<file path="src/hw/rtl/clt_pkg.sv">
package clt_pkg;

  // Line length limit and register reset
  localparam int        MAX_LINE_DEF   = 8192;
  localparam logic [7:0] MAX_TOKENS_RST = 8'd16;

  // Depth of the result queue (power of two, at least two)
  localparam int OQ_DEPTH = 4;

  // Register indexes
  localparam int REG_MAX_TOKENS = 0;

  // Byte codes
  localparam logic [7:0] CH_NUL    = 8'h00;
  localparam logic [7:0] CH_TAB    = 8'h09;
  localparam logic [7:0] CH_CR     = 8'h0D;
  localparam logic [7:0] CH_SPACE  = 8'h20;
  localparam logic [7:0] CH_DQUOTE = 8'h22;
  localparam logic [7:0] CH_HASH   = 8'h23;
  localparam logic [7:0] CH_SQUOTE = 8'h27;
  localparam logic [7:0] CH_SEMI   = 8'h3B;
  localparam logic [7:0] CH_BSLASH = 8'h5C;

  // Record kinds
  localparam logic REC_TOKEN = 1'b0;
  localparam logic REC_FINAL = 1'b1;

  // Line status codes
  typedef enum logic [2:0] {
    ST_OK        = 3'd0,
    ST_BAD_QUOTE = 3'd1,
    ST_QUOTE_ADJ = 3'd2,
    ST_TOO_MANY  = 3'd3,
    ST_TOO_LONG  = 3'd4
  } status_t;

  typedef struct packed {
    logic [7:0] ch;
    logic       end_of_line;
  } clt_in_t;

  typedef struct packed {
    logic        record_kind;
    logic [7:0]  token_index;
    logic [12:0] token_start;
    logic [13:0] token_length;
    logic        token_quoted;
    logic [2:0]  status;
    logic [7:0]  token_count;
    logic        last;
  } clt_out_t;

  // Records produced by one item, first then second
  typedef struct packed {
    logic [1:0] count;
    clt_out_t   first;
    clt_out_t   second;
  } clt_push_t;

  function automatic logic is_blank(input logic [7:0] c);
    return (c == CH_SPACE) || ((c >= CH_TAB) && (c <= CH_CR));
  endfunction

endpackage

</file>
<file path="src/hw/rtl/clt_regs.sv">
module clt_regs (
  input  logic        clk,
  input  logic        rst,
  input  logic        psel,
  input  logic        penable,
  input  logic        pwrite,
  input  logic [1:0]  paddr,
  input  logic [31:0] pwdata,
  output logic [31:0] prdata,
  output logic        pready,
  output logic [7:0]  max_tokens
);
  import clt_pkg::*;

  logic wr_en;

  // Only one register: every word address selects it
  assign wr_en  = psel && penable && pwrite;
  assign pready = 1'b1;

  // Hold the token limit
  always_ff @(posedge clk) begin
    if (rst) begin
      max_tokens <= MAX_TOKENS_RST;
    end else if (wr_en) begin
      max_tokens <= pwdata[7:0];
    end
  end

  // Read back the limit; byte lane bits of the address are ignored
  always_comb begin
    prdata = '0;
    if (paddr[1:0] >= 2'd0) begin
      prdata = {24'd0, max_tokens};
    end
  end

endmodule

</file>
<file path="src/hw/rtl/clt_scan.sv">
module clt_scan #(
  parameter int MAX_LINE = clt_pkg::MAX_LINE_DEF
) (
  input  logic               clk,
  input  logic               rst,
  input  logic               accept,
  input  clt_pkg::clt_in_t   item,
  input  logic [7:0]         max_tokens,
  output clt_pkg::clt_push_t push
);
  import clt_pkg::*;

  localparam int PW = $clog2(MAX_LINE + 1);
  localparam int SW = $clog2(MAX_LINE);

  typedef enum logic [5:0] {
    M_BETWEEN = 6'b000001,
    M_WORD    = 6'b000010,
    M_QUOTED  = 6'b000100,
    M_ESCAPE  = 6'b001000,
    M_AFTER_Q = 6'b010000,
    M_DONE    = 6'b100000
  } mode_t;

  mode_t         mode, mode_next;
  logic          quote_kind, quote_kind_next;
  logic [SW-1:0] tok_start, tok_start_next;
  logic [PW-1:0] pos, pos_next;
  logic [7:0]    tokens, tokens_next;
  status_t       line_status, line_status_next;

  clt_out_t      tok_rec;
  clt_out_t      fin_rec;
  logic [PW-1:0] tok_len;
  logic          emit;
  logic          fail_req;
  status_t       fail_code;
  status_t       fin_status;
  logic [7:0]    fin_count;
  logic [7:0]    c;
  logic [7:0]    close_q;

  assign c       = item.ch;
  assign close_q = quote_kind ? CH_SQUOTE : CH_DQUOTE;
  assign tok_len = pos - PW'(tok_start);

  // Build the token record for the token now ending
  always_comb begin
    tok_rec              = '0;
    tok_rec.record_kind  = REC_TOKEN;
    tok_rec.token_index  = tokens;
    tok_rec.token_start  = 13'(tok_start);
    tok_rec.token_length = 14'(tok_len);
    tok_rec.token_quoted = (mode == M_AFTER_Q);
  end

  // Advance the scanner by one item
  always_comb begin
    mode_next        = mode;
    quote_kind_next  = quote_kind;
    tok_start_next   = tok_start;
    pos_next         = pos;
    tokens_next      = tokens;
    line_status_next = line_status;
    emit             = 1'b0;
    fail_req         = 1'b0;
    fail_code        = ST_OK;
    fin_status       = line_status;
    fin_count        = tokens;
    fin_rec          = '0;
    push             = '0;

    if (accept && item.end_of_line) begin
      // Close the line: flush an open token, then the status record
      if (max_tokens == 8'd0) begin
        fin_status = ST_OK;
        fin_count  = 8'd0;
      end else begin
        if ((mode == M_WORD) || (mode == M_AFTER_Q)) begin
          emit      = 1'b1;
          fin_count = tokens + 8'd1;
        end
        if (((mode == M_QUOTED) || (mode == M_ESCAPE)) && (line_status == ST_OK)) begin
          fin_status = ST_BAD_QUOTE;
        end
        if (fin_status != ST_OK) begin
          fin_count = 8'd0;
        end
      end
      fin_rec.record_kind = REC_FINAL;
      fin_rec.status      = fin_status;
      fin_rec.token_count = fin_count;
      fin_rec.last        = 1'b1;
      if (emit) begin
        push.count  = 2'd2;
        push.first  = tok_rec;
        push.second = fin_rec;
      end else begin
        push.count = 2'd1;
        push.first = fin_rec;
      end
      mode_next        = M_BETWEEN;
      quote_kind_next  = 1'b0;
      tok_start_next   = '0;
      pos_next         = '0;
      tokens_next      = 8'd0;
      line_status_next = ST_OK;
    end else if (accept) begin
      if (pos >= PW'(MAX_LINE)) begin
        // Line full: flag it unless the token limit is zero, and count nothing more
        if (max_tokens != 8'd0) begin
          fail_req  = 1'b1;
          fail_code = ST_TOO_LONG;
        end
      end else begin
        pos_next = pos + PW'(1);
        if (c == CH_NUL) begin
          // Zero byte ends the text
          if ((mode == M_WORD) || (mode == M_AFTER_Q)) begin
            emit = 1'b1;
          end else if ((mode == M_QUOTED) || (mode == M_ESCAPE)) begin
            fail_req  = 1'b1;
            fail_code = ST_BAD_QUOTE;
          end
          mode_next = M_DONE;
        end else begin
          unique case (mode)
            M_BETWEEN: begin
              if (!is_blank(c)) begin
                if ((c == CH_SEMI) || (c == CH_HASH)) begin
                  mode_next = M_DONE;
                end else if (tokens >= max_tokens) begin
                  if (max_tokens == 8'd0) begin
                    mode_next = M_DONE;
                  end else begin
                    fail_req  = 1'b1;
                    fail_code = ST_TOO_MANY;
                  end
                end else begin
                  tok_start_next = SW'(pos);
                  if ((c == CH_DQUOTE) || (c == CH_SQUOTE)) begin
                    quote_kind_next = (c == CH_SQUOTE);
                    mode_next       = M_QUOTED;
                  end else begin
                    mode_next = M_WORD;
                  end
                end
              end
            end
            M_WORD: begin
              if (is_blank(c)) begin
                emit      = 1'b1;
                mode_next = M_BETWEEN;
              end else if ((c == CH_DQUOTE) || (c == CH_SQUOTE)) begin
                fail_req  = 1'b1;
                fail_code = ST_QUOTE_ADJ;
              end
            end
            M_QUOTED: begin
              if (c == CH_BSLASH) begin
                mode_next = M_ESCAPE;
              end else if (c == close_q) begin
                mode_next = M_AFTER_Q;
              end
            end
            M_ESCAPE: begin
              mode_next = M_QUOTED;
            end
            M_AFTER_Q: begin
              if (is_blank(c)) begin
                emit      = 1'b1;
                mode_next = M_BETWEEN;
              end else begin
                fail_req  = 1'b1;
                fail_code = ST_QUOTE_ADJ;
              end
            end
            M_DONE: begin
              mode_next = M_DONE;
            end
            default: begin
              mode_next = M_DONE;
            end
          endcase
        end
      end
      if (emit) begin
        push.count  = 2'd1;
        push.first  = tok_rec;
        tokens_next = tokens + 8'd1;
      end
      // First error wins; stop tokenizing
      if (fail_req) begin
        mode_next = M_DONE;
        if (line_status == ST_OK) begin
          line_status_next = fail_code;
        end
      end
    end
  end

  // Hold scanner state
  always_ff @(posedge clk) begin
    if (rst) begin
      mode        <= M_BETWEEN;
      quote_kind  <= 1'b0;
      tok_start   <= '0;
      pos         <= '0;
      tokens      <= 8'd0;
      line_status <= ST_OK;
    end else begin
      mode        <= mode_next;
      quote_kind  <= quote_kind_next;
      tok_start   <= tok_start_next;
      pos         <= pos_next;
      tokens      <= tokens_next;
      line_status <= line_status_next;
    end
  end

  a_eol_clears: assert property (@(posedge clk) disable iff (rst)
    accept && item.end_of_line |=> (pos == '0) && (tokens == 8'd0) && (line_status == ST_OK))
    else $error("line state not cleared after terminator");

  a_pair_order: assert property (@(posedge clk) disable iff (rst)
    (push.count == 2'd2) |-> (push.first.record_kind == REC_TOKEN) &&
                             (push.second.record_kind == REC_FINAL) && push.second.last)
    else $error("token and final records out of order");

  a_pos_bound: assert property (@(posedge clk) disable iff (rst)
    pos <= PW'(MAX_LINE))
    else $error("byte position beyond line limit");

  a_error_no_token: assert property (@(posedge clk) disable iff (rst)
    accept && !item.end_of_line && (line_status != ST_OK) |-> (push.count == 2'd0))
    else $error("token reported after an error");

endmodule

</file>
<file path="src/hw/rtl/clt_outq.sv">
module clt_outq (
  input  logic               clk,
  input  logic               rst,
  input  clt_pkg::clt_push_t push,
  output logic               full,
  output logic               out_valid,
  input  logic               out_stall,
  output clt_pkg::clt_out_t  out_item
);
  import clt_pkg::*;

  localparam int AW = $clog2(OQ_DEPTH);
  localparam int CW = $clog2(OQ_DEPTH + 1);

  clt_out_t      mem [OQ_DEPTH];
  logic [AW-1:0] rd_ptr, wr_ptr;
  logic [CW-1:0] count;
  logic          pop;

  assign pop       = out_valid && !out_stall;
  assign out_valid = (count != '0);
  assign out_item  = mem[rd_ptr];
  // Stall input unless room for two records
  assign full      = (count > CW'(OQ_DEPTH - 2));

  // Write up to two records
  always_ff @(posedge clk) begin
    if (push.count != 2'd0) begin
      mem[wr_ptr] <= push.first;
    end
    if (push.count == 2'd2) begin
      mem[wr_ptr + AW'(1)] <= push.second;
    end
  end

  // Advance pointers and fill count
  always_ff @(posedge clk) begin
    if (rst) begin
      rd_ptr <= '0;
      wr_ptr <= '0;
      count  <= '0;
    end else begin
      wr_ptr <= wr_ptr + AW'(push.count);
      rd_ptr <= rd_ptr + AW'(pop);
      count  <= count + CW'(push.count) - CW'(pop);
    end
  end

  a_no_overflow: assert property (@(posedge clk) disable iff (rst)
    (CW'(push.count) + count) <= CW'(OQ_DEPTH))
    else $error("result queue overflow");

  a_full_blocks_push: assert property (@(posedge clk) disable iff (rst)
    full |-> (push.count == 2'd0))
    else $error("records pushed while input stalled");

  a_pop_drains: assert property (@(posedge clk) disable iff (rst)
    pop && (push.count == 2'd0) |=> count == $past(count) - CW'(1))
    else $error("queue count did not drop on pop");

endmodule

</file>
<file path="src/hw/rtl/command_line_tokenizer.sv">
// Shell-style argument tokenizer. Feed one line a byte per item, then a
// terminator item (end_of_line set). A new item is taken every cycle while
// the result queue has room for two records; the scanner is a small state
// update between the input handshake and a four-entry result queue, which
// sets that rate. A token record (index, start, length, quoted flag) comes
// out once a token's closing whitespace, zero byte or terminator is seen;
// the terminator also gives a final record with the status code and token
// count, so it may yield two records. Whitespace is space and TAB through
// CR; ';' or '#' where a token would begin starts a comment. The token
// limit is the max_tokens register at byte address 0.
module command_line_tokenizer #(
  parameter int MAX_LINE = clt_pkg::MAX_LINE_DEF
) (
  input  logic              clk,
  input  logic              rst,
  input  logic              in_valid,
  output logic              in_stall,
  input  clt_pkg::clt_in_t  in_item,
  output logic              out_valid,
  input  logic              out_stall,
  output clt_pkg::clt_out_t out_item,
  input  logic              psel,
  input  logic              penable,
  input  logic              pwrite,
  input  logic [1:0]        paddr,
  input  logic [31:0]       pwdata,
  output logic [31:0]       prdata,
  output logic              pready
);
  import clt_pkg::*;

  logic      accept;
  logic      full;
  logic [7:0] max_tokens;
  clt_push_t push;

  assign in_stall = full;
  assign accept   = in_valid && !full;

  clt_regs u_regs (
    .clk        (clk),
    .rst        (rst),
    .psel       (psel),
    .penable    (penable),
    .pwrite     (pwrite),
    .paddr      (paddr),
    .pwdata     (pwdata),
    .prdata     (prdata),
    .pready     (pready),
    .max_tokens (max_tokens)
  );

  clt_scan #(
    .MAX_LINE (MAX_LINE)
  ) u_scan (
    .clk        (clk),
    .rst        (rst),
    .accept     (accept),
    .item       (in_item),
    .max_tokens (max_tokens),
    .push       (push)
  );

  clt_outq u_outq (
    .clk       (clk),
    .rst       (rst),
    .push      (push),
    .full      (full),
    .out_valid (out_valid),
    .out_stall (out_stall),
    .out_item  (out_item)
  );

endmodule

</file>
<file path="config.mk">
export PLATFORM = sky130hd
export DESIGN_NAME = command_line_tokenizer
export DESIGN_NICKNAME = d
export VERILOG_FILES = /design/src/hw/rtl/clt_pkg.sv /design/src/hw/rtl/clt_regs.sv /design/src/hw/rtl/clt_scan.sv /design/src/hw/rtl/clt_outq.sv /design/src/hw/rtl/command_line_tokenizer.sv
export SDC_FILE = /design/constraint.sdc
export NUM_CORES = 1
export LEC_CHECK = 0
export ABC_AREA = 1
export BUFFER_PORTS_ARGS = -buffer_cell sky130_fd_sc_hd__buf_2
export CORE_ASPECT_RATIO = 1.25
export CORE_UTILIZATION = 60
export DETAILED_ROUTE_END_ITERATION = 7
export PLACE_DENSITY = 0.83
export SLEW_MARGIN = 20
export SYNTH_ARGS = -nofsm -noshare
export SYNTH_HDL_FRONTEND = slang
export SYNTH_HIERARCHICAL = 1
export SYNTH_SLANG_ARGS = --single-unit
</file>
<file path="constraint.sdc">
create_clock -name clk -period 7.79 [get_ports clk]
set_input_delay 0.3895 -clock clk [delete_from_list [all_inputs] [get_ports clk]]
set_output_delay 0.3895 -clock clk [all_outputs]
set_load 0.05 [all_outputs]
</file>
After elaboration in Yosys (flattened, before gate mapping):

Memories as Yosys holds them, arrays and structs flattened. A register that Yosys moved wholly into a read port is not among the register bits.
Index checks and enable logic that the tools add are counted.

* div/mod/pow operators: 0
* equality and inequality tests: 18
* shifts and indexed selects: 0
* multipliers: 0
* mux-type cells: 69
* reductions and logical operators: 29
* bitwise operators: 5
* $lt $le $gt $ge: 6
* $add $sub $neg: 8

Operators with widths (number)
* 51-bit 2-to-1 mux: 3
* 49-bit 2-to-1 mux: 2
* 6-bit 2-to-1 mux: 10
* 50-bit 2-to-1 mux: 1
* 3-bit 2-to-1 mux: 14
* 8-bit by 6-bit == test with 1-bit output, second input constant: 5
* 8-bit 2-to-1 mux: 4
* 1-bit 2-to-1 mux: 28
* 6-bit case mux with 4 select lines: 1
* 8-bit logical NOT: 2
* 14-bit by 1-bit adder with 14-bit output, second input constant: 1
* 14-bit greater-or-equal comparator, second input constant: 1
* 14-bit by 13-bit subtractor with 14-bit output: 1
* 3-bit case mux with 3 select lines: 1
* 8-bit by 1-bit adder with 8-bit output, second input constant: 1
* 8-bit by 7-bit == test with 1-bit output, second input constant: 1
* 8-bit == test: 1
* 8-bit by 4-bit greater-or-equal comparator with 1-bit output, second input constant: 1
* 8-bit greater-or-equal comparator: 1
* 8-bit by 4-bit <= comparator with 1-bit output, second input constant: 1
* 2-bit 2-to-1 mux: 4
* 8-bit AND reduction: 1
* 8-bit nonzero test: 1
* 1-bit logical AND: 7
* 30 further kinds: 42

* bits in registers: 60
* bits of input ports: 50
* ROM bits: 0
* RAM bits: 196
* output and inout bits: 84
* word-level logic and storage cells: 146
* bits in latches: 0
* memories kept: 1

Memories
* u_outq.mem: depth 4, bits a word 49, rd ports 1, clocked after Yosys merged registers in 1, wr ports 2, line clt_outq.sv:15 `clt_out_t mem [OQ_DEPTH];`

Longest topological paths before layout:

Gate-level depths: netlist (run 1).

* depth in word-level cells: 15
* mapped depth: 19
* mapped depth without buffers: 19

Hierarchy:

The synthesis (run 1) kept the hierarchy.

By module, submodules not included
* clt_outq: cells an instance 1021, instances 1, seq. area each 6025.8 µm², area each 9775.6 µm²
* clt_scan: cells an instance 607, instances 1, seq. area each 900.9 µm², area each 3922.5 µm²
* clt_regs: cells an instance 84, instances 1, seq. area each 160.2 µm², area each 586.8 µm²
* command_line_tokenizer: cells an instance 2, instances 1, seq. area each 0.0 µm², area each 10.0 µm²

Worst setup path before layout (run 1):

No wires, ideal clock.

* path type: flip-flop to flip-flop
* start: reg u_outq.count[2]
* end: mem u_outq/mem[3][0] in the netlist's numbering, enable pin
* stages on the path, launching flop included: 9
* data required time: 7.261 ns
* arrival time: 5.522 ns
* setup slack: 1.739 ns
* period minus slack after synthesis: 6.051 ns
* path buffers: 0
* setup time: 0.529 ns
* cells stage by stage: dfxtp_1 nor2_1 nor2_1 nor2_2 nand2_1 nand2_4 nand2_1 nor2_1 o31ai_1

RTL lines
* from (decl): line clt_outq.sv:17 `logic [CW-1:0] count;`
* from (signal assigned): line clt_outq.sv:45 `count <= count + CW'(push.count) - CW'(pop);`
* to (decl): line clt_outq.sv:15

==> results by group, run 1 <==
Place
  • Final RePlAce weighted congestion: 0.8510
  • Placed instance count: 1996
  • DP HPWL: 19530 um
  • Port Buffer Count: 82

Floorplanning
  • Core box area: 0.02319 mm^2
  • Die height: 174.6 um
  • Die width: 140.1 um
  • Initial core utilization: 61.63%
  • Die Area: 0.02445 mm^2
  • Ports: 134
  • Row count: 62

Route
  • Final antenna-violating net count: 0
  • Routed WL: 32400 um
  • Via count: 11650
  • DR iter-0 viols: 910
  • Drt wl/cell: 15.85 um
  • Drt pass-1 iters: 5
  • Drt via density: 5.701
  • Drt drc: 0

Logic synthesis
  • Main synth FF type: edfxtp_1
  • Post-synth EDFFs: 196
  • Mapped cell area: 0.01429 mm^2
  • Sequential fraction of the synthesis area: 49.58%
  • Yosys reg bits: 256
  • Post-Syn Area per Cell: 8.340 um^2
  • Synth warn: 6
  • Async SR Flop Fraction: 0%
  • Cells after Synth: 1714
  • Netlist cell types: 49

Worst setup path
  • Worst Setup End Kind: flop
  • CP arrival: 4.99 ns
  • Startpoint types: flop
  • Crit-path cells: nor2_1 > nand4_1 > nand2_1 > inv_1 > nor2_1 > inv_2 > nor2_8 > nand3_4 > nand2_2 > buf_4
  • Reg2reg path depth: 10
  • WP data required: 7.95 ns
  • Crit-path max cell delay: 0.84 ns
  • Number of cells on the critical path: 10
  • CP top delay family: simple AND/OR/NAND/NOR gates
  • Worst path slowest cell: nand2_2
  • Worst-path fanout max: 99
  • Crit path kind: reg2reg
  • Worst Path Buf+Inv: 3
  • CP most frequent cell: nor2_1

Outcome
  • Outcome: finished clean

STA
  • Slew Limit Fails: 0
  • Worst Skew: 0.01226 ns
  • Final Hold Fails: 0
  • Period Utilization, post-route: 61.95%
  • Rel. slew slack: 25.96%
  • Final setup viols: 0
  • Fmax achieved: 207.2 MHz
  • Slew @ Worst Pin: 1.111 ns
  • RSZ-0062 raised after global routing: no
  • Final period demand of the worst path: 4.826 ns
  • Fin Setup TNS: 0 ns

Global route
  • First-pass GRT wire length: 51720 um
  • Gr usage total: 26.43%
  • Pin count of the biggest net entering global routing: 101
  • Initial antenna violation count: 0
  • Vias in the first global route: 10810
  • Overflow after GRT: 0

Pwr
  • Pleak: 5.733 nW
  • Areal power density over the cells: 280.1 mW/mm^2
  • Worst VDD drop: 158.4 uV

CTS
  • Post-CTS Setup Inserts: 0
  • # resized after CTS: 0
  • CTS tree: yes
  • Clk buf depth: 3
  • Clock root cell: clkbuf_16
  • H-tree levels: 1
  • # clock sinks: 256
  • Clk slew on worst S/H paths: 0.06 ns
  • Worst-Skew Late Latency: 0.53 ns
  • Cts bufs inserted: 26
  • Hold Buf Count CTS: 0

Finish
  • Share of layout cells above drive strength 1: 10.65%
  • Fill count: 1797
  • Antenna diodes: 0
  • Layout area overhead: 6.889%
  • Core Util, Final: 65.88%
  • Fin cells: 2044
  • Nets@finish: 1816

Hold path
  • Hold Path Depth: 3
  • Hold Path Class: in2reg

Run
  • Max-cap viol count: 0
## path summary, 6_finish.rpt
path / from / endpoint / slack, ns
setup / recovery: u_scan/mode[0]$_SDFFE_PP1P_ / u_outq/mem[0][7]$_DFFE_PP_ / 2.96
hold / removal: pwdata[6] / u_regs/max_tokens[6]$_SDFFE_PP0P_ / 0.08
setup reg to reg: u_scan/mode[0]$_SDFFE_PP1P_ / u_outq/mem[0][7]$_DFFE_PP_ / 2.96
hold reg to reg: u_regs/max_tokens[4]$_SDFFE_PP1P_ / u_regs/max_tokens[4]$_SDFFE_PP1P_ / 0.50
## cells by family after synthesis
logic type                 synth area share [%]
other                                   0.07877
buffers and inverters                     11.12
and+or+nand+nor                           18.54
AOI/OAI and AO/OA                         17.18
DFF                                       49.58
xor gates and xnor gates                 0.8577
adders and majority gates                 2.643
## state kept, by name, indices dropped and copies added (netlist names)
| signal | flops |
|---|---|
| u_outq/count | 3 |
| u_outq/mem | 196 |
| u_outq/rd_ptr | 2 |
| u_outq/wr_ptr | 2 |
| u_regs/max_tokens | 8 |
| u_scan/line_status | 3 |
| u_scan/mode | 6 |
| u_scan/pos | 14 |
| u_scan/quote_kind | 1 |
| u_scan/tok_start | 13 |
| u_scan/tokens | 8 |
## worst min-delay path, delay by kind of cell
kind | cells | cell delay [ns]
and+or+nand+nor | 2 | 0.11
buffers and inverters | 1 | 0.08
## power breakdown
group	switching, mW	leakage [nW]	internal (mW)	total, mW
sequential	0.0367	2.37	1.57	1.60
clock	0.502	0.398	0.716	1.22
combinational	1.12	2.97	0.336	1.46
total	1.66	5.73	2.62	4.28
## stage by stage
stage                     total power [mW]  hold slack [ns]  worst slack, ns  instance area (um^2)
final                                4.280          0.08445            2.964                 15280
after floorplan                      2.777           0.4479            1.739                 14510
after global routing                 4.469          0.08110            2.549                 15280
after global placement               3.052           0.4768            3.112                 14440
after detailed placement             3.077           0.4784            3.019                 14440
after CTS                            4.283          0.07230            2.982                 15270
## Yosys cell counts, types with 3 or more instances
cell type | count | share of area [%]
nor2_1 | 218 | 5.7
a211oi_1 | 4 | 0.21
nor2_2 | 5 | 0.22
buf_4 | 74 | 3.9
ha_1 | 27 | 2.4
xor2_1 | 10 | 0.61
inv_1 | 154 | 4.0
o21ai_1 | 42 | 1.5
dfxtp_1 | 60 | 8.4
o22ai_1 | 49 | 2.1
buf_6 | 8 | 0.63
a21oi_1 | 63 | 2.2
nand2_2 | 8 | 0.35
o31ai_1 | 4 | 0.21
nor3_1 | 14 | 0.49
o21a_1 | 5 | 0.26
o211ai_1 | 3 | 0.16
xnor2_1 | 4 | 0.25
conb_1 | 3 | 0.079
edfxtp_1 | 196 | 41
clkbuf_1 | 50 | 1.3
nand3_1 | 22 | 0.77
nor2_4 | 3 | 0.24
inv_2 | 13 | 0.34
nand3_2 | 3 | 0.21
nand4_1 | 19 | 0.83
buf_2 | 20 | 0.70
nand2_4 | 4 | 0.32
nand3_4 | 4 | 0.49
nand2_1 | 310 | 8.1
o21ai_0 | 288 | 10
buf_1 | 3 | 0.079
## routing by layer
layer  share of wire [%]  track usage (%)  wire length, um  vias up
met4                 3.2            10.30             1035        0
met5                   0                0                0        -
met2                  50            47.52            16240      493
met1                  38            31.99            12340     5374
li1                    -                -                -     5698
met3                 8.6            3.645             2785       87
## placed cells by master, fill, tap and decap left out, types with 4 or more instances in the layout
cell	count
nand2_1	307
o21ai_0	288
nor2_1	217
edfxtp_1	196
inv_1	153
buf_2	82
a21oi_1	63
conb_1	61
dfxtp_1	59
o22ai_1	49
o21ai_1	42
clkbuf_16	27
ha_1	27
nand3_1	22
nand4_1	19
inv_2	14
nor3_1	14
nand2_2	11
buf_4	11
xor2_1	10
clkbuf_1	7
nor2_2	6
clkinv_1	5
o21a_1	5
nand3_4	4
xnor2_1	4
nand2_4	4
a211oi_1	4
## final cells by class
cell class	instances	area, um^2	area share (%)
clock buffer	36	729.5	4.774
clock inverter	11	102.6	0.6715
inverter	169	635.6	4.160
multi-input combinational	1190	5859	38.35
sequential	256	7088	46.39
tap	288	360.3	2.358
timing repair buffer	94	504.2	3.300
Note: power is estimated with default switching activity, not from simulation.
==> run 2: changes to the inputs <==
--- a/config.mk
+++ b/config.mk
@@ -8,9 +8,9 @@
 export ABC_AREA = 1
 export BUFFER_PORTS_ARGS = -buffer_cell sky130_fd_sc_hd__buf_2
 export CORE_ASPECT_RATIO = 1.25
-export CORE_UTILIZATION = 60
+export CORE_UTILIZATION = 54
 export DETAILED_ROUTE_END_ITERATION = 7
-export PLACE_DENSITY = 0.83
+export PLACE_DENSITY = 0.79
 export SLEW_MARGIN = 20
 export SYNTH_ARGS = -nofsm -noshare
 export SYNTH_HDL_FRONTEND = slang
==> constraint.sdc (replaced) <==
create_clock -name clk -period 4.2 [get_ports clk]
set_input_delay 0.21 -clock clk [delete_from_list [all_inputs] [get_ports clk]]
set_output_delay 0.21 -clock clk [all_outputs]
set_load 0.05 [all_outputs]
==> run 2 against run 1 <==
  * Count of clock-buffer cells in the layout shrank 3
  * Die area grew 11%
  * Critical path type unchanged
  * Sequential cell count is the same
==> results by group, run 2 (synthesis gave the netlist of run 1 again) <==
Outcome
  • Outcome: finished clean

Hold path
  • Hold_sp: out_stall
  • Hold Path Class: in2reg

Route
  • Drt pass-1 iters: 7
  • Drt wl/cell: 15.76 um
  • Drt via density: 5.543
  • Via count: 11720
  • Drt drc: 0
  • Routed WL: 33320 um
  • Final antenna-violating net count: 0
  • DR iter-0 viols: 1075

Worst setup path
  • Worst setup path startpoint: u_scan/mode[0]$_SDFFE_PP1P_
  • Crit-path cells: nor2_1 > nand4_1 > nand2_1 > inv_1 > nor2_1 > inv_2 > nor2_8 > nand2_2 > nand2_2 > buf_12
  • CP arrival: 3.72 ns
  • R2R setup slack: 0.66 ns
  • Worst path slowest cell: nor2_1
  • Crit path kind: reg2reg
  • Worst Path Buf+Inv: 3
  • Startpoint types: flop
  • Reg2reg path depth: 10
  • Crit-path max cell delay: 0.57 ns
  • Worst Setup End Kind: flop
  • Worst-path fanout max: 49
  • CP Capture Point: u_outq/mem[1][33]$_DFFE_PP_
  • R2R Path End: u_outq/mem[1][33]$_DFFE_PP_
  • Number of cells on the critical path: 10
  • RR Startpoint: u_scan/mode[0]$_SDFFE_PP1P_
  • WP data required: 4.38 ns
  • CP top delay family: simple AND/OR/NAND/NOR gates

Pwr
  • Cell Int Power: 4.943 mW
  • Sw frac: 38.61%
  • Pleak: 5.857 nW
  • Logic pwr share: 34.3%
  • Worst VDD drop: 338.6 uV
  • Clock group share of total power: 28.8%
  • Flop pwr share: 36.9%
  • Pwr Total: 8.052 mW
  • Areal power density over the cells: 515.1 mW/mm^2
  • Switch Pwr: 3.109 mW

Finish
  • Most common cell after layout, fill and taps aside: nand2_1
  • Fin cells: 2114
  • Nets@finish: 1835
  • Antenna diodes: 0
  • Largest register FFs: 196
  • Regs by FF count: u_outq/mem x196, u_scan/pos x14, u_scan/tok_start x13
  • Share of layout cells above drive strength 1: 11.10%
  • Fill count: 2187
  • Most frequent cells in the layout: nand2_1, o21ai_0, nor2_1
  • Layout area overhead: 9.365%
  • Multi-input logic area: 0.005859 mm^2
  • Biggest register: u_outq/mem
  • Register Area: 0.007088 mm^2

CTS
  • # clock sinks: 256
  • CTS tree: yes
  • H-tree levels: 1
  • Clock root cell: clkbuf_16
  • Worst-Skew Late Latency: 0.53 ns
  • Clk buf depth: 3
  • Clk slew on worst S/H paths: 0.06 ns
  • Post-CTS Setup Inserts: 0
  • # resized after CTS: 0
  • Cts bufs inserted: 25

Place
  • Final RePlAce weighted congestion: 0.9470
  • Placed instance count: 2059
  • DP HPWL: 21020 um
  • Port Buffer Count: 82

Floorplanning
  • Initial core utilization: 54.95%
  • Row count: 66
  • Die Area: 0.02713 mm^2
  • Ports: 134
  • Die height: 183.9 um
  • Core box area: 0.02601 mm^2
  • Die width: 147.5 um

Global route
  • Overflow after GRT: 0
  • Vias in the first global route: 11020
  • First-pass GRT wire length: 53070 um
  • Pin count of the biggest net entering global routing: 101
  • Initial antenna violation count: 0
  • Gr usage total: 24.36%

Run
  • Max-cap viol count: 0

STA
  • Final Hold Fails: 0
  • Final period demand of the worst path: 3.538 ns
  • Worst Skew: 0.02328 ns
  • Slew Limit Fails: 0
  • Fin Setup TNS: 0 ns
  • Fmax achieved: 282.7 MHz
  • Slew @ Worst Pin: 1.010 ns
  • RSZ-0062 raised after global routing: no
  • Period Utilization, post-route: 84.24%
  • Rel. slew slack: 32.67%
  • Hold slack: 0.06874 ns
  • Final setup viols: 0
==> run 2: cell types whose count changed in the layout (fill, tap and decap cells not counted), sizes merged <==
cell	delta
buf	+10
bufinv	+2
clkbuf	-3
clkinv	-1
dlygate4sd3	+10
==> run 2: worst min-delay path by stage <==
stage	endpoint	slack, ns	cells after the start
2_1_floorplan	u_outq/count[1]$_SDFF_PP0_	0.28	1
3_3_place_gp	u_regs/max_tokens[6]$_SDFFE_PP0P_	0.44	3
3_5_place_dp	u_regs/max_tokens[3]$_SDFFE_PP0P_	0.44	3
4_1_cts	u_outq/rd_ptr[1]$_SDFF_PP0_	0.06	5
5_1_grt	u_outq/rd_ptr[1]$_SDFF_PP0_	0.09	5
6_report	u_outq/rd_ptr[1]$_SDFF_PP0_	0.07	5
==> run 2: cell type report <==
type / count / share of cell area, %
clock buffer: 33 / 4.386
tap: 340 / 2.721
inverter: 169 / 4.066
timing repair buffer: 114 / 4.962
multi-input combinational: 1190 / 37.48
clock inverter: 12 / 1.048
sequential: 256 / 45.34
==> run 2: power by group through the flow <==
| stage | clock network [mW] | registers, mW | logic, mW |
|---|---|---|---|
| final | 2.32 | 2.97 | 2.76 |
| after floorplan | 0 | 3.01 | 2.14 |
| after detailed placement | 0 | 3.02 | 2.73 |
| after global placement | 0 | 3.02 | 2.69 |
| after global routing | 2.44 | 2.99 | 2.97 |
| after CTS | 2.34 | 2.97 | 2.75 |
==> run 2: timing repair <==
item,4_1_cts,5_1_grt
setup endpoints to repair,0,0
hold buffers,10,0
endpoints found under the hold margin,12,0
==> run 2: worst register-to-register path, stage by stage, from the launching register on <==
cell	delay, ns
dfxtp_1	0.33
nor2_1	0.18
nand4_1	0.22
nand2_1	0.38
inv_1	0.32
nor2_1	0.57
inv_2	0.16
nor2_8	0.17
nand2_2	0.32
nand2_2	0.21
buf_12	0.32
==> run 2: stage by stage <==
step,instance area (um^2),utilization (%),setup WS (ns)
2_1_floorplan,14530,-,0.2454
3_3_place_gp,14680,56.45,0.7734
3_5_place_dp,14680,56.45,0.7415
4_1_cts,15630,60.10,0.7228
5_1_grt,15630,60.10,0.4521
6_report,15630,60.10,0.6621
==> run 2: per-layer routing <==
| metal | up-vias | wire (um) | track usage [%] |
|---|---|---|---|
| li1 | 5732 | - | - |
| met1 | 5437 | 13030 | 29.29 |
| met2 | 464 | 16780 | 43.98 |
| met3 | 84 | 2348 | 2.655 |
| met4 | 0 | 1163 | 10.43 |
| met5 | - | 0 | 0 |
==> run 3: changes to the inputs <==
--- a/config.mk
+++ b/config.mk
@@ -5,12 +5,12 @@
 export SDC_FILE = /design/constraint.sdc
 export NUM_CORES = 1
 export LEC_CHECK = 0
-export ABC_AREA = 1
+export ABC_AREA = 0
 export BUFFER_PORTS_ARGS = -buffer_cell sky130_fd_sc_hd__buf_2
 export CORE_ASPECT_RATIO = 1.25
-export CORE_UTILIZATION = 54
+export CORE_UTILIZATION = 55
 export DETAILED_ROUTE_END_ITERATION = 7
-export PLACE_DENSITY = 0.79
+export PLACE_DENSITY = 0.8
 export SLEW_MARGIN = 20
 export SYNTH_ARGS = -nofsm -noshare
 export SYNTH_HDL_FRONTEND = slang
==> constraint.sdc (replaced) <==
create_clock -name clk -period 2.9 [get_ports clk]
set_input_delay 0.145 -clock clk [delete_from_list [all_inputs] [get_ports clk]]
set_output_delay 0.145 -clock clk [all_outputs]
set_load 0.05 [all_outputs]
==> run 3 against run 2 <==
  * Register-to-register slack worse by 0.55 ns
  * Largest cell class unchanged
  * Routed wire length down 6.0%
  * Synthesized cell count down 35%
  * Maximum frequency up 27%
  * Core utilization up 3.7 points
==> results by group, run 3 <==
Outcome
  • Outcome: finished clean

CTS
  • Clk buf depth: 3
  • Clk slew on worst S/H paths: 0.06 ns
  • # clock sinks: 256
  • Clock root cell: clkbuf_16
  • Worst-Skew Late Latency: 0.54 ns
  • Cts bufs inserted: 26
  • H-tree levels: 1
  • CTS tree: yes

Pwr
  • Sw frac: 32.44%
  • Flop pwr share: 41.9%
  • Areal power density over the cells: 630.6 mW/mm^2
  • Pleak: 5.928 nW
  • Clock group share of total power: 32.6%
  • Switch Pwr: 3.324 mW
  • Worst VDD drop: 373.5 uV
  • Cell Int Power: 6.924 mW
  • Logic pwr share: 25.5%

Global route
  • Pin count of the biggest net entering global routing: 38
  • First-pass GRT wire length: 49890 um
  • Overflow after GRT: 0
  • Initial antenna violation count: 0
  • Gr usage total: 23.69%
  • Vias in the first global route: 9356

Finish
  • Final instance area: 0.01625 mm^2
  • Layout area overhead: 12.83%
  • Share of layout cells above drive strength 1: 34.98%
  • Core Util, Final: 63.83%
  • Nets@finish: 1297
  • Antenna diodes: 0
  • Biggest register: u_outq/mem
  • Most frequent cells in the layout: edfxtp_1, mux2_2, buf_2
  • Most common cell after layout, fill and taps aside: edfxtp_1
  • Regs by FF count: u_outq/mem x196, u_scan/pos x14, u_scan/tok_start x13
  • Largest register FFs: 196

Logic synthesis
  • Post-Syn Area per Cell: 12.89 um^2
  • Synth cell count leaders: edfxtp_1, mux2_2, nor2_1, buf_4, dfxtp_1
  • Netlist cell types: 71
  • Top cells by area, synth: edfxtp_1, mux2_2, dfxtp_1
  • Mapped cell area: 0.01440 mm^2
  • Synth warn: 6
  • Main synth FF type: edfxtp_1
  • Yosys reg bits: 256
  • Cells after Synth: 1117
  • Post-synth EDFFs: 196
  • Area leader, netlist: edfxtp_1
  • Top-count cell post-synth: edfxtp_1
  • Sequential fraction of the synthesis area: 49.21%
  • Area share of the largest cell type after synthesis: 40.87%
  • Async SR Flop Fraction: 0%

Worst setup path
  • Startpoint types: flop
  • Worst path slowest cell: mux2_2
  • Crit path kind: reg2reg
  • R2R Path End: u_outq/mem[3][26]$_DFFE_PP_
  • Worst setup path startpoint: u_outq/count[1]$_SDFF_PP0_
  • R2R setup slack: 0.11 ns
  • CP arrival: 3.07 ns
  • RR Startpoint: u_outq/count[1]$_SDFF_PP0_
  • WP data required: 3.18 ns
  • Worst Setup End Kind: flop
  • Crit-path max cell delay: 0.38 ns
  • Worst Path Buf+Inv: 1
  • Worst-path fanout max: 13
  • Reg2reg path depth: 9
  • CP top delay family: simple AND/OR/NAND/NOR gates
  • Crit-path cells: a21o_4 > nor2b_4 > nand2_2 > or2_2 > nor2_4 > nor2b_4 > and3b_2 > buf_4 > mux2_2
  • CP most frequent cell: nor2b_4

STA
  • Period Utilization, post-route: 96.14%
  • Fmax achieved: 358.7 MHz
  • Slew Limit Fails: 0
  • Rel. slew slack: 50.43%
  • RSZ-0062 raised after global routing: no
  • Slew @ Worst Pin: 0.7436 ns
  • Hold slack: 0.03410 ns
  • Final Hold Fails: 0
  • Fin Setup TNS: 0 ns
  • Worst Skew: 0.01575 ns
  • Final period demand of the worst path: 2.788 ns
  • Final setup viols: 0

Floorplanning
  • Initial core utilization: 56.57%
  • Core box area: 0.02546 mm^2
  • Die width: 146.7 um
  • Die Area: 0.02684 mm^2
  • Die height: 182.9 um
  • Ports: 134
  • Row count: 65

Place
  • Final RePlAce weighted congestion: 0.8899
  • DP HPWL: 20880 um
  • Port Buffer Count: 82
  • Cell Area, Placed: 0.01528 mm^2

Route
  • Routed WL: 31330 um
  • Drt wl/cell: 19.91 um
  • Drt drc: 0
  • Via count: 9218
  • DR iter-0 viols: 735
  • Drt pass-1 iters: 6
  • Final antenna-violating net count: 0
  • Drt via density: 5.860

Hold path
  • Hold Path Depth: 2
  • Hold_sp: rst
  • Hold Path End: u_outq/count[1]$_SDFF_PP0_
  • Hold Path Class: in2reg

Run
  • Max-cap viol count: 0
-- run 3: layer usage --
metal / track usage, % / vias up / wire [um]
met1: 29.57 / 4598 / 12660
met4: 7.375 / 0 / 748
met2: 42.75 / 285 / 16310
li1: - / 4276 / -
met3: 2.811 / 59 / 1599
met5: 0 / - / 0
-- run 3: cell type report --
| type | instances | area, um^2 |
|---|---|---|
| clock buffer | 31 | 690.7 |
| inverter | 29 | 108.9 |
| multi-input combinational | 764 | 6666 |
| tap | 335 | 419.2 |
| sequential | 256 | 7092 |
| fill | 1831 | 9206 |
| timing repair buffer | 141 | 1116 |
| clock inverter | 17 | 156.4 |
-- run 3: worst max-delay path by stage --
stage / slack (ns) / end / depth (start not counted)
floorplan: -0.65 / u_outq/mem[0][0]$_DFFE_PP_ / 9
global placement: 0.14 / u_outq/mem[0][22]$_DFFE_PP_ / 10
detailed placement: 0.09 / u_outq/mem[3][26]$_DFFE_PP_ / 9
CTS: 0.08 / u_outq/mem[2][46]$_DFFE_PP_ / 10
global route: 0.001 / u_outq/mem[3][32]$_DFFE_PP_ / 9
finish: 0.11 / u_outq/mem[3][26]$_DFFE_PP_ / 9
-- run 3: worst register-to-register path, cell delays in order (launching register included) --
cell     delay [ns]
dfxtp_1        0.33
a21o_4         0.24
nor2b_4        0.17
nand2_2        0.07
or2_2          0.33
nor2_4         0.19
nor2b_4        0.22
and3b_2        0.30
buf_4          0.29
mux2_2         0.40
-- run 3: per-stage QoR --
step | power [mW] | worst slack, ns | std cells
after floorplan | 6.379 | -0.6526 | 1175
after global placement | 6.926 | 0.1441 | 1515
after detailed placement | 6.962 | 0.08930 | 1515
after CTS | 10.28 | 0.07805 | 1573
after global routing | 10.60 | 0.001042 | 1573
final | 10.25 | 0.1119 | 1573
-- run 3: what timing repair did --
action / CTS / global route
setup endpoints to repair: 0 / 79
hold endpoints to repair: 10 / 0
setup buffers: 0 / 0
gates resized for setup: 0 / 4
hold buffers: 10 / 0
-- run 3: power by group through the flow --
stage / clock network [mW] / logic [mW] / registers, mW
floorplan: 0 / 2.13 / 4.25
global placement: 0 / 2.56 / 4.36
detailed placement: 0 / 2.59 / 4.38
CTS: 3.38 / 2.61 / 4.30
global route: 3.53 / 2.75 / 4.33
finish: 3.34 / 2.61 / 4.29
-- run 3: kinds of logic (layout without fill, tap and decap cells) --
| kind of cell | count (synthesis) | after routing | share of synthesized area [%] |
|---|---|---|---|
| and+or+nand+nor | 263 | 263 | 9.696 |
| AOI/OAI and AO/OA | 120 | 120 | 5.465 |
| DFF | 256 | 256 | 49.21 |
| muxes | 254 | 254 | 23.87 |
| adders and majority gates | 29 | 29 | 2.624 |
| buffers and inverters | 155 | 218 | 6.803 |
| other | 3 | 61 | 0.07819 |
| xor gates and xnor gates | 37 | 37 | 2.250 |
